$ cat config.mk
export PLATFORM = sky130hd
export DESIGN_NAME = dpt_cell
export DESIGN_NICKNAME = d
export VERILOG_FILES = /design/src/design/dpt_pkg.sv /design/src/design/dpt_fmul.sv /design/src/design/dpt_cell.sv
export SDC_FILE = /design/constraint.sdc
export NUM_CORES = 2
export LEC_CHECK = 0
export ABC_AREA = 1
export BUFFER_PORTS_ARGS = -buffer_cell sky130_fd_sc_hd__buf_4
export CAP_MARGIN = 0
export CORE_MARGIN = 4
export CORE_UTILIZATION = 35
export DETAILED_ROUTE_END_ITERATION = 8
export GPL_TIMING_DRIVEN = 0
export HOLD_SLACK_MARGIN = 0.02
export PLACE_DENSITY_LB_ADDON = 0.12
export SETUP_SLACK_MARGIN = 0.3
export SLEW_MARGIN = 5
export SYNTH_ARGS = -nofsm -noshare
export SYNTH_HDL_FRONTEND = slang
export SYNTH_SLANG_ARGS = --single-unit
export TNS_END_PERCENT = 1
$ cat constraint.sdc
create_clock -name clk -period 15.1 [get_ports clk]
set_input_delay 3.02 -clock clk [delete_from_list [all_inputs] [get_ports clk]]
set_output_delay 3.02 -clock clk [all_outputs]
set_load 0.05 [all_outputs]
$ cat src/design/dpt_pkg.sv
// ----------------------------------------------------------------------------
// dpt_pkg: shared types, constants and tables for the power of ten block
// Holds binary64 tables of powers of ten and their reciprocals, the link type
// between cells and the multiplier sequencer states.
// ----------------------------------------------------------------------------
package dpt_pkg;

	localparam int BINARY_STEPS_DEF = 5;
	localparam int TABLE_STEPS      = 5;    // steps with a finite factor
	localparam int HI_BITS          = 8;    // magnitude bits above the direct index

	localparam logic [63:0] POS_INF  = 64'h7FF0_0000_0000_0000;
	localparam logic [63:0] POS_ZERO = 64'h0000_0000_0000_0000;

	typedef struct packed {
		logic        go;
		logic [63:0] val;
	} link_t;

	typedef enum logic [1:0] {
		FM_IDLE,
		FM_MUL,
		FM_RND
	} fm_state_t;

	function automatic logic [63:0] limit_value(input logic neg);
		return neg ? POS_ZERO : POS_INF;
	endfunction

	function automatic logic [63:0] direct_power(input logic neg, input logic [3:0] idx);
		logic [63:0] r;
		r = 64'h3FF0_0000_0000_0000;
		if (!neg) begin
			case (idx)
				4'd0:  r = 64'h3FF0_0000_0000_0000;
				4'd1:  r = 64'h4024_0000_0000_0000;
				4'd2:  r = 64'h4059_0000_0000_0000;
				4'd3:  r = 64'h408F_4000_0000_0000;
				4'd4:  r = 64'h40C3_8800_0000_0000;
				4'd5:  r = 64'h40F8_6A00_0000_0000;
				4'd6:  r = 64'h412E_8480_0000_0000;
				4'd7:  r = 64'h4163_12D0_0000_0000;
				4'd8:  r = 64'h4197_D784_0000_0000;
				4'd9:  r = 64'h41CD_CD65_0000_0000;
				4'd10: r = 64'h4202_A05F_2000_0000;
				4'd11: r = 64'h4237_4876_E800_0000;
				4'd12: r = 64'h426D_1A94_A200_0000;
				4'd13: r = 64'h42A2_309C_E540_0000;
				4'd14: r = 64'h42D6_BCC4_1E90_0000;
				4'd15: r = 64'h430C_6BF5_2634_0000;
				default: r = 64'h3FF0_0000_0000_0000;
			endcase
		end else begin
			case (idx)
				4'd0:  r = 64'h3FF0_0000_0000_0000;
				4'd1:  r = 64'h3FB9_9999_9999_999A;
				4'd2:  r = 64'h3F84_7AE1_47AE_147B;
				4'd3:  r = 64'h3F50_624D_D2F1_A9FC;
				4'd4:  r = 64'h3F1A_36E2_EB1C_432D;
				4'd5:  r = 64'h3EE4_F8B5_88E3_68F1;
				4'd6:  r = 64'h3EB0_C6F7_A0B5_ED8D;
				4'd7:  r = 64'h3E7A_D7F2_9ABC_AF48;
				4'd8:  r = 64'h3E45_798E_E230_8C3A;
				4'd9:  r = 64'h3E11_2E0B_E826_D695;
				4'd10: r = 64'h3DDB_7CDF_D9D7_BDBB;
				4'd11: r = 64'h3DA5_FD7F_E179_6495;
				4'd12: r = 64'h3D71_9799_812D_EA11;
				4'd13: r = 64'h3D3C_25C2_6849_7682;
				4'd14: r = 64'h3D06_849B_86A1_2B9B;
				4'd15: r = 64'h3CD2_03AF_9EE7_5616;
				default: r = 64'h3FF0_0000_0000_0000;
			endcase
		end
		return r;
	endfunction

	// 10^(16*2^k) or its reciprocal, k below TABLE_STEPS
	function automatic logic [63:0] step_factor(input logic neg, input logic [2:0] k);
		logic [63:0] r;
		r = limit_value(neg);
		case (k)
			3'd0: r = neg ? 64'h3C9C_D2B2_97D8_89BC : 64'h4341_C379_37E0_8000;
			3'd1: r = neg ? 64'h3949_F623_D5A8_A733 : 64'h4693_B8B5_B505_6E17;
			3'd2: r = neg ? 64'h32A5_0FFD_44F4_A73D : 64'h4D38_4F03_E93F_F9F5;
			3'd3: r = neg ? 64'h255B_BA08_CF8C_979D : 64'h5A82_7748_F930_1D32;
			3'd4: r = neg ? 64'h0AC8_0628_64AC_6F43 : 64'h7515_4FDD_7F73_BF3C;
			default: r = limit_value(neg);
		endcase
		return r;
	endfunction

endpackage

$ cat src/design/dpt_fmul.sv
// ----------------------------------------------------------------------------
// dpt_fmul: iterative binary64 multiplier
// Positive operands, b a normal constant. Four 27x27 partial products, one a
// cycle, then a round-to-nearest-even step with subnormal output.
// ----------------------------------------------------------------------------
module dpt_fmul (
	input  logic        clk,
	input  logic        arst_n,
	input  logic        start,
	input  logic [63:0] a,
	input  logic [63:0] b,
	output logic        done,
	output logic [63:0] y
);
	import dpt_pkg::*;

	fm_state_t            st_q, st_d;
	logic [1:0]           cnt_q;
	logic [105:0]         acc_q;
	logic [52:0]          ma_q, mb_q;
	logic signed [12:0]   es_q;
	logic [63:0]          y_q;
	logic                 done_q;
	logic                 a_inf, a_zero;

	logic [26:0]          pa, pb;
	logic [53:0]          pp;
	logic [105:0]         pp_sh;

	logic [105:0]         nrm;
	logic signed [12:0]   e0, e2;
	logic [52:0]          sig;
	logic [53:0]          sum;
	logic                 inc;
	logic [12:0]          shamt;
	logic [6:0]           shc;
	logic [105:0]         shf;
	logic                 lost, sinc;
	logic [52:0]          sigs;
	logic [63:0]          rnd_y;

	// an infinite operand stays infinite; zero and subnormal a only meet
	// factors below one, where the product falls under half the least subnormal
	assign a_inf  = (a[62:52] == 11'h7FF);
	assign a_zero = (a[62:52] == 11'h000);

	always_comb begin
		st_d = st_q;
		case (st_q)
			FM_IDLE: if (start && !a_inf && !a_zero) st_d = FM_MUL;
			FM_MUL:  if (cnt_q == 2'd3) st_d = FM_RND;
			FM_RND:  st_d = FM_IDLE;
			default: st_d = FM_IDLE;
		endcase
	end

	always_ff @(posedge clk or negedge arst_n) begin
		if (!arst_n) st_q <= FM_IDLE;
		else         st_q <= st_d;
	end

	// partial product select: cnt bit 1 picks a half, bit 0 picks b half
	always_comb begin
		pa = cnt_q[1] ? {1'b0, ma_q[52:27]} : ma_q[26:0];
		pb = cnt_q[0] ? {1'b0, mb_q[52:27]} : mb_q[26:0];
		pp = pa * pb;
		case (cnt_q)
			2'd0:    pp_sh = 106'(pp);
			2'd1:    pp_sh = 106'(pp) << 27;
			2'd2:    pp_sh = 106'(pp) << 27;
			2'd3:    pp_sh = 106'(pp) << 54;
			default: pp_sh = 106'(pp);
		endcase
	end

	// normalize, round to nearest even, subnormal path by right shift
	always_comb begin
		if (acc_q[105]) begin
			nrm = acc_q;
			e0  = es_q + 13'sd1;
		end else begin
			nrm = acc_q << 1;
			e0  = es_q;
		end
		sig = nrm[105:53];
		inc = nrm[52] & ((|nrm[51:0]) | sig[0]);
		sum = 54'(sig) + 54'(inc);
		e2  = sum[53] ? e0 + 13'sd1 : e0;

		shamt = 13'd1 - 13'(e0);
		shc   = (shamt > 13'd110) ? 7'd110 : shamt[6:0];
		shf   = nrm >> shc;
		lost  = |(nrm & ~({106{1'b1}} << shc));
		sigs  = shf[105:53];
		sinc  = shf[52] & ((|shf[51:0]) | lost | sigs[0]);

		if (e0 < 13'sd1)
			rnd_y = 64'(sigs) + 64'(sinc);
		else if (e2 > 13'sd2046)
			rnd_y = POS_INF;
		else
			rnd_y = {1'b0, e2[10:0], sum[53] ? 52'd0 : sum[51:0]};
	end

	always_ff @(posedge clk or negedge arst_n) begin
		if (!arst_n) begin
			done_q <= 1'b0;
			cnt_q  <= 2'd0;
		end else begin
			done_q <= 1'b0;
			case (st_q)
				FM_IDLE: begin
					cnt_q <= 2'd0;
					if (start && (a_inf || a_zero)) done_q <= 1'b1;
				end
				FM_MUL:  cnt_q <= cnt_q + 2'd1;
				FM_RND:  done_q <= 1'b1;
				default: cnt_q <= 2'd0;
			endcase
		end
	end

	always_ff @(posedge clk) begin
		case (st_q)
			FM_IDLE: begin
				if (start) begin
					y_q   <= a_inf ? POS_INF : POS_ZERO;
					ma_q  <= {1'b1, a[51:0]};
					mb_q  <= {1'b1, b[51:0]};
					es_q  <= 13'(a[62:52]) + 13'(b[62:52]) - 13'sd1023;
					acc_q <= '0;
				end
			end
			FM_MUL:  acc_q <= acc_q + pp_sh;
			FM_RND:  y_q <= rnd_y;
			default: y_q <= y_q;
		endcase
	end

	assign done = done_q;
	assign y    = y_q;

endmodule

$ cat src/design/dpt_cell.sv
// ----------------------------------------------------------------------------
// dpt_cell: one step of the binary exponent walk
// Multiplies the incoming value by 10^(16*2^K) or its reciprocal when its
// exponent bit is set (+inf/+0 past the table), else hands it on registered.
// ----------------------------------------------------------------------------
module dpt_cell #(
	parameter int K = 0
) (
	input  logic          clk,
	input  logic          arst_n,
	input  dpt_pkg::link_t prev,
	input  logic          bit_set,
	input  logic          neg,
	output dpt_pkg::link_t next
);
	import dpt_pkg::*;

	logic        pass_q;
	logic [63:0] val_q;

	always_ff @(posedge clk or negedge arst_n) begin
		if (!arst_n) pass_q <= 1'b0;
		else         pass_q <= prev.go && !(bit_set && (K < TABLE_STEPS));
	end

	// past binary64 range the factor is infinity or zero outright
	always_ff @(posedge clk) begin
		if (prev.go) val_q <= bit_set ? limit_value(neg) : prev.val;
	end

	generate
		if (K < TABLE_STEPS) begin : g_mul
			logic        fm_done;
			logic [63:0] fm_y;

			dpt_fmul u_fmul (
				.clk   (clk),
				.arst_n(arst_n),
				.start (prev.go && bit_set),
				.a     (prev.val),
				.b     (step_factor(neg, 3'(K))),
				.done  (fm_done),
				.y     (fm_y)
			);

			assign next.go  = pass_q | fm_done;
			assign next.val = fm_done ? fm_y : val_q;
		end else begin : g_lim
			assign next.go  = pass_q;
			assign next.val = val_q;
		end
	endgenerate

endmodule

Yosys cells after proc, flatten, opt, wreduce, memory -nomap -nowiden

Index checks and enable logic that the tools add are counted.

Add/subtract/negate cells: 9
$mul: 1
$lt $le $gt $ge: 3
Equality and inequality tests: 9
Shift operators: 2
Muxes and demuxes: 25
Bitwise logic cells: 8
Reduce and logical (&&, ||, !) cells: 22

Operators with widths:

| cell                                                  | count |
|---|---|
| one-hot mux 106 bit (3 select lines)                  | 1 |
| 2-to-1 mux 64 bit                                     | 4 |
| 2-to-1 mux 63 bit                                     | 4 |
| 2-to-1 mux 106 bit                                    | 2 |
| one-hot mux 106 bit (2 select lines)                  | 1 |
| one-hot mux 64 bit (2 select lines)                   | 1 |
| adder 53 x 1 -> 54 bit                                | 2 |
| adder 106 bit                                         | 1 |
| bitwise AND 106 bit                                   | 1 |
| NOT 106 bit                                           | 1 |
| OR reduction 106 bit                                  | 1 |
| << shifter 106 x 7 -> 106 bit (first input constant)  | 1 |
| right shift 106 x 7 -> 106 bit                        | 1 |
| OR reduction 52 bit                                   | 2 |
| multiplier 27 x 27 -> 54 bit                          | 1 |
| 2-to-1 mux 27 bit                                     | 2 |
| 2-to-1 mux 52 bit                                     | 1 |
| adder 13 x 2 -> 13 bit (second input constant)        | 2 |
| 2-to-1 mux 13 bit                                     | 2 |
| > comparator 13 x 12 -> 1 bit (second input constant) | 1 |
| > comparator 13 x 7 -> 1 bit (second input constant)  | 1 |
| < comparator 13 x 2 -> 1 bit (second input constant)  | 1 |
| subtractor 1 x 13 -> 13 bit (first input constant)    | 1 |
| subtractor 13 x 10 -> 13 bit (second input constant)  | 1 |
| 21 further kinds                                      | 43 |

Register bits after elaboration: 357
Bits of input ports: 69
Output and inout port bits: 65
Logic and storage cells: 89

Longest topological paths before layout

Depth in word-level cells: 15
Depth in mapped cells: 62
Depth with buffers taken out: 60

Hierarchy

From an unflattened synthesis, not the netlist that was laid out.

Cells, all modules: 8768
Area, all modules: 60132.7 sq um

Modules (own cells, without submodules):

| module   | times used | cells each | area each (sq um) | seq. area each (sq um) |
|---|---|---|---|---|
| dpt_fmul | 1          | 8351       | 56795.7           | 8713.4 |
| dpt_cell | 1          | 417        | 3337.0            | 1946.9 |

Worst setup path before layout

Ideal clock, no wire load.

Path kind: register to register
Start: reg g_mul.u_fmul.mb_q[50]
End: reg g_mul.u_fmul.acc_q[102], data pin
Library setup time: 259 ps
Data arrival time: 9400 ps
Required time: 14841 ps
Setup slack: 5442 ps
Stages on the path, launching flop included: 51
Path buffers: 2
Clock period less this slack: 9658 ps
Cell sequence: edfxtp_1 clkbuf_1 inv_1 nor2_1 nor2_1 inv_2 clkbuf_1 nand2_1 inv_1 fa_1 fa_1 inv_1 fa_1 fa_1 inv_1 fa_1 fa_1 inv_1 (+15 left out) xor2_1 o22ai_1 ha_1 a21oi_1 inv_1 a21oi_1 inv_1 a21oi_1 a21boi_0 inv_1 a31oi_1 inv_1 a21boi_0 o21bai_1 nand2_1 nand2_1 o21ai_0 a21oi_1

Word-level cells in the longest chain between the ends: 5

RTL lines:

| what                                 | line            | text |
|---|---|---|
| from (decl)                          | dpt_fmul.sv:20  | `logic [52:0] ma_q, mb_q;` |
| from (signal assigned)               | dpt_fmul.sv:129 | `mb_q <= {1'b1, b[51:0]};` |
| 2-to-1 mux 27 bit                    | dpt_fmul.sv:65  | `pb = cnt_q[0] ? {1'b0, mb_q[52:27]} : mb_q[26:0];` |
| multiplier 27 x 27 -> 54 bit         | dpt_fmul.sv:66  | `pp = pa * pb;` |
| one-hot mux 106 bit (3 select lines) | dpt_fmul.sv:67  | `case (cnt_q)` |
| adder 106 bit                        | dpt_fmul.sv:134 | `FM_MUL: acc_q <= acc_q + pp_sh;` |
| one-hot mux 106 bit (2 select lines) | dpt_fmul.sv:124 | `case (st_q)` |
| to (signal assigned)                 | dpt_fmul.sv:134 |  |
| to (decl)                            | dpt_fmul.sv:19  | `logic [105:0] acc_q;` |

Every way passes these cells.
A chain may end at the register's enable or synchronous reset.

Worst setup path in the final report

Start: reg g_mul.u_fmul.cnt_q[1]
End: reg g_mul.u_fmul.acc_q[105], data pin

Word-level cells in the longest chain between the ends: 5
Elaborated cells between the ends (all ways): 10
Those cells by class: add/sub: 1; mul: 1; eq/ne: 3; mux: 3; reduce/logical: 2

RTL lines:

| what                                                               | line            | text |
|---|---|---|
| from (decl)                                                        | dpt_fmul.sv:18  | `logic [1:0] cnt_q;` |
| from (signal assigned)                                             | dpt_fmul.sv:116 | `FM_MUL: cnt_q <= cnt_q + 2'd1;` |
| 2-to-1 mux 27 bit, or another cell as far along                    | dpt_fmul.sv:64  | `pa = cnt_q[1] ? {1'b0, ma_q[52:27]} : ma_q[26:0];` |
| multiplier 27 x 27 -> 54 bit or OR reduction 2 bit (tied branches) | -               |  |
| one-hot mux 106 bit (3 select lines) (*)                           | dpt_fmul.sv:67  |  |
| adder 106 bit (*)                                                  | dpt_fmul.sv:134 |  |
| one-hot mux 106 bit (2 select lines) (*)                           | dpt_fmul.sv:124 |  |

Mark *: on every way between the ends. The rest lies on a longest branch, timed or not.

==> out/qor.yml <==
first_global_vias: 56826
cp.required_ps: 15460
initial_core_util: 0.354
die_y_um: 409
slowest_delay_ps: 1210
worstSetupEndpointType: "register"
vias_per_cell: 5.59
stdcell_count: 10664
rows: 146
path_max_fanout: 10
dpl.hpwl_mm: 257
design.die.area_sq_um: 167000
cts-hold-fix-buffers: 0
dp_cells: 10599
timing.fmax_mhz: 71.6
finalWirelength_mm: 301
arrival_ps: 14320
final_common_cell: "nand2_1"
layout.nets: 9495
synth.area.top_cells: "fa_1, edfxtp_1, nand2_1, inv_1, ha_1"
regToRegSetupSlack_ps: 1140
vias: 59575
cp_slowest_cell: "o21ai_1"
ys_seq_area_frac: 0.162
synth_nets: 9291
drc: 0
die_w_um: 409
cts_sinks: 305
antenna_left: 0
crit_top_cell: "nand2_1"
syn_area_sq_um: 56300
core-area_sq_um: 159000
worstReg2RegStart: "g_mul.u_fmul.cnt_q[1]$_DFFE_PN0N_"
critPathBufInv: 10
synth-edff-count: 299
clock_skew_ps: 30.5
clock_latency_ps: 600
antenna_found_initial: 9
max_slew_margin: -0.0157
slew_viol_final: 6
gp_congestion: 1.06
hp-start: "g_mul.u_fmul.st_q[0]$_DFFE_PN0P_"
ys_ff_latch: 305
io_buffers: 133
cpLargestDelayFamily: "compound AO/OA/AOI/OAI gates"
overflow: 0
setup_viol: 0
clk_pin_slew_ps: 60
final.period_utilization: 0.924
drt_iter0_drc: 7267
async_flop_share: 0.0197
crit_type: "register to register"
grt_pass1_wl_mm: 421
syn_inst: 8292
tns_ps: 0
cts_buffer_depth: 3
stdcell_area_sq_um: 61700
htree_num_levels: 2
holdWs_ps: 691
synth_area_leader_cell: "fa_1"
ys_types: 63
layout_min_cycle_time_ps: 13960
dr.pass1.iters: 7
grt_max_degree: 69
hold_path_end: "g_mul.u_fmul.cnt_q[0]$_DFFE_PN0N_"
drive_gt1_frac: 0.0574
cts_inserted_buffers: 41
whs_path_depth: 3
synth_top_area_frac: 0.192
clock-root-buffer: "clkbuf_16"
worstRegToRegCells: 51
start_kind: "register"
track_usage: 0.348
max_slew.worst_pin.slew_ps: 1510
r2r_end: "g_mul.u_fmul.acc_q[105]$_SDFFCE_PN0P_"
violations: "max-capacitance violations, max-slew violations"
synthFlopType: "edfxtp_1"
rsz0062_at_grt: "false"
maxCapViolations: 2
syn_avg_cell_area_sq_um: 6.78
yosysWarnings: 0
cts_tree: "yes"
routedWlPerCell_um: 28.2
hold_viol_final: 0
outcome: "finished with violations"
final_cell_mix: "nand2_1, inv_1, nand3_1, nor2_1, fa_1"
area_growth_pct: 9.60
ioPinCount: 134
cts_setup_buffers: 0
placed_area_sq_um: 60400
hold_path.class: "register to register"
==> how the worst max path moves through the flow <==
stage / from / to / slack, ps / cells after the start
final: g_mul.u_fmul.cnt_q[1]$_DFFE_PN0N_ / g_mul.u_fmul.acc_q[105]$_SDFFCE_PN0P_ / 1140 / 51
after global routing: g_mul.u_fmul.mb_q[50]$_DFFE_PP_ / g_mul.u_fmul.acc_q[105]$_SDFFCE_PN0P_ / 320 / 53
after CTS: g_mul.u_fmul.mb_q[50]$_DFFE_PP_ / g_mul.u_fmul.acc_q[105]$_SDFFCE_PN0P_ / 1100 / 53
after detailed placement: g_mul.u_fmul.mb_q[50]$_DFFE_PP_ / g_mul.u_fmul.acc_q[105]$_SDFFCE_PN0P_ / 1210 / 53
after global placement: g_mul.u_fmul.cnt_q[1]$_DFFE_PN0N_ / g_mul.u_fmul.acc_q[105]$_SDFFCE_PN0P_ / 1000 / 47
after floorplan: g_mul.u_fmul.mb_q[50]$_DFFE_PP_ / g_mul.u_fmul.acc_q[102]$_SDFFCE_PN0P_ / 5440 / 50
==> tightest hold or removal path: cells and delay by family, from the launching register on <==
family             cells  cell delay, ps
AOI/OAI and AO/OA      1              80
DFF                    1             370
and+or+nand+nor        2             190
==> cell usage after synthesis, drive strengths merged (19+ instances only) <==
master / number
nand3b: 20
nor2: 845
nand4: 116
a31oi: 73
o21ai: 432
or2: 39
o21a: 42
nand2: 1807
buf: 143
o211ai: 23
o22ai: 51
fa: 539
xor2: 67
xnor2: 43
clkbuf: 142
inv: 1664
nor3: 59
nand3: 945
o21bai: 21
a21oi: 416
nor4: 19
ha: 391
edfxtp: 299
==> metrics by stage <==
step	util	setup slack (ps)
floorplan	-	5440
global placement	0.377	996
detailed placement	0.380	1210
CTS	0.387	1100
global route	0.387	316
finish	0.388	1140
==> registers in the layout, indices dropped and copies added, names as in the netlist <==
register,flops
g_mul.u_fmul.acc_q,105
val_q,64
g_mul.u_fmul.y,63
g_mul.u_fmul.ma_q,52
g_mul.u_fmul.es_q,13
g_mul.u_fmul.cnt_q,2
g_mul.u_fmul.mb_q,2
g_mul.u_fmul.st_q,2
g_mul.u_fmul.done,1
pass_q,1
==> cell families after synthesis <==
family,Yosys count,share of synthesized area
AND/OR/NAND/NOR,3867,0.296
buffers and inverters,1962,0.135
AO/OA/AOI/OAI,1118,0.110
adder cells (fa/ha/maj),930,0.279
flip-flops,305,0.162
XOR/XNOR,110,0.0171
==> final cells by class <==
type | instances | area (sq um)
Clock buffer | 52 | 1140
Fill cell | 17446 | 97500
Inverter | 1677 | 6300
Tap cell | 2146 | 2690
Multi-Input combinational cell | 6025 | 39600
Antenna cell | 3 | 7.51
Timing Repair Buffer | 161 | 1380
Buffer | 285 | 1320
Sequential cell | 305 | 9130
Clock inverter | 10 | 87.6
==> metal layers <==
layer | vias up | GRT usage | routed length, um | part of all wire
met4 | 10 | 0.149 | 16500 | 0.055
li1 | 26883 | - | - | -
met1 | 28960 | 0.468 | 126000 | 0.42
met2 | 3107 | 0.552 | 133000 | 0.44
met3 | 615 | 0.0598 | 25600 | 0.085
met5 | - | 0 | 69 | 0.00023
==> timing repair <==
| action | in CTS | in global routing |
|---|---|---|
| endpoints found under the setup margin | 0 | 1 |
| resized for setup | 0 | 4 |
| hold endpoints to repair | 0 | 0 |
Power is left out: the tool's default activity adds up to more than one toggle a clock period on the data nets, which glitch-free logic cannot reach.
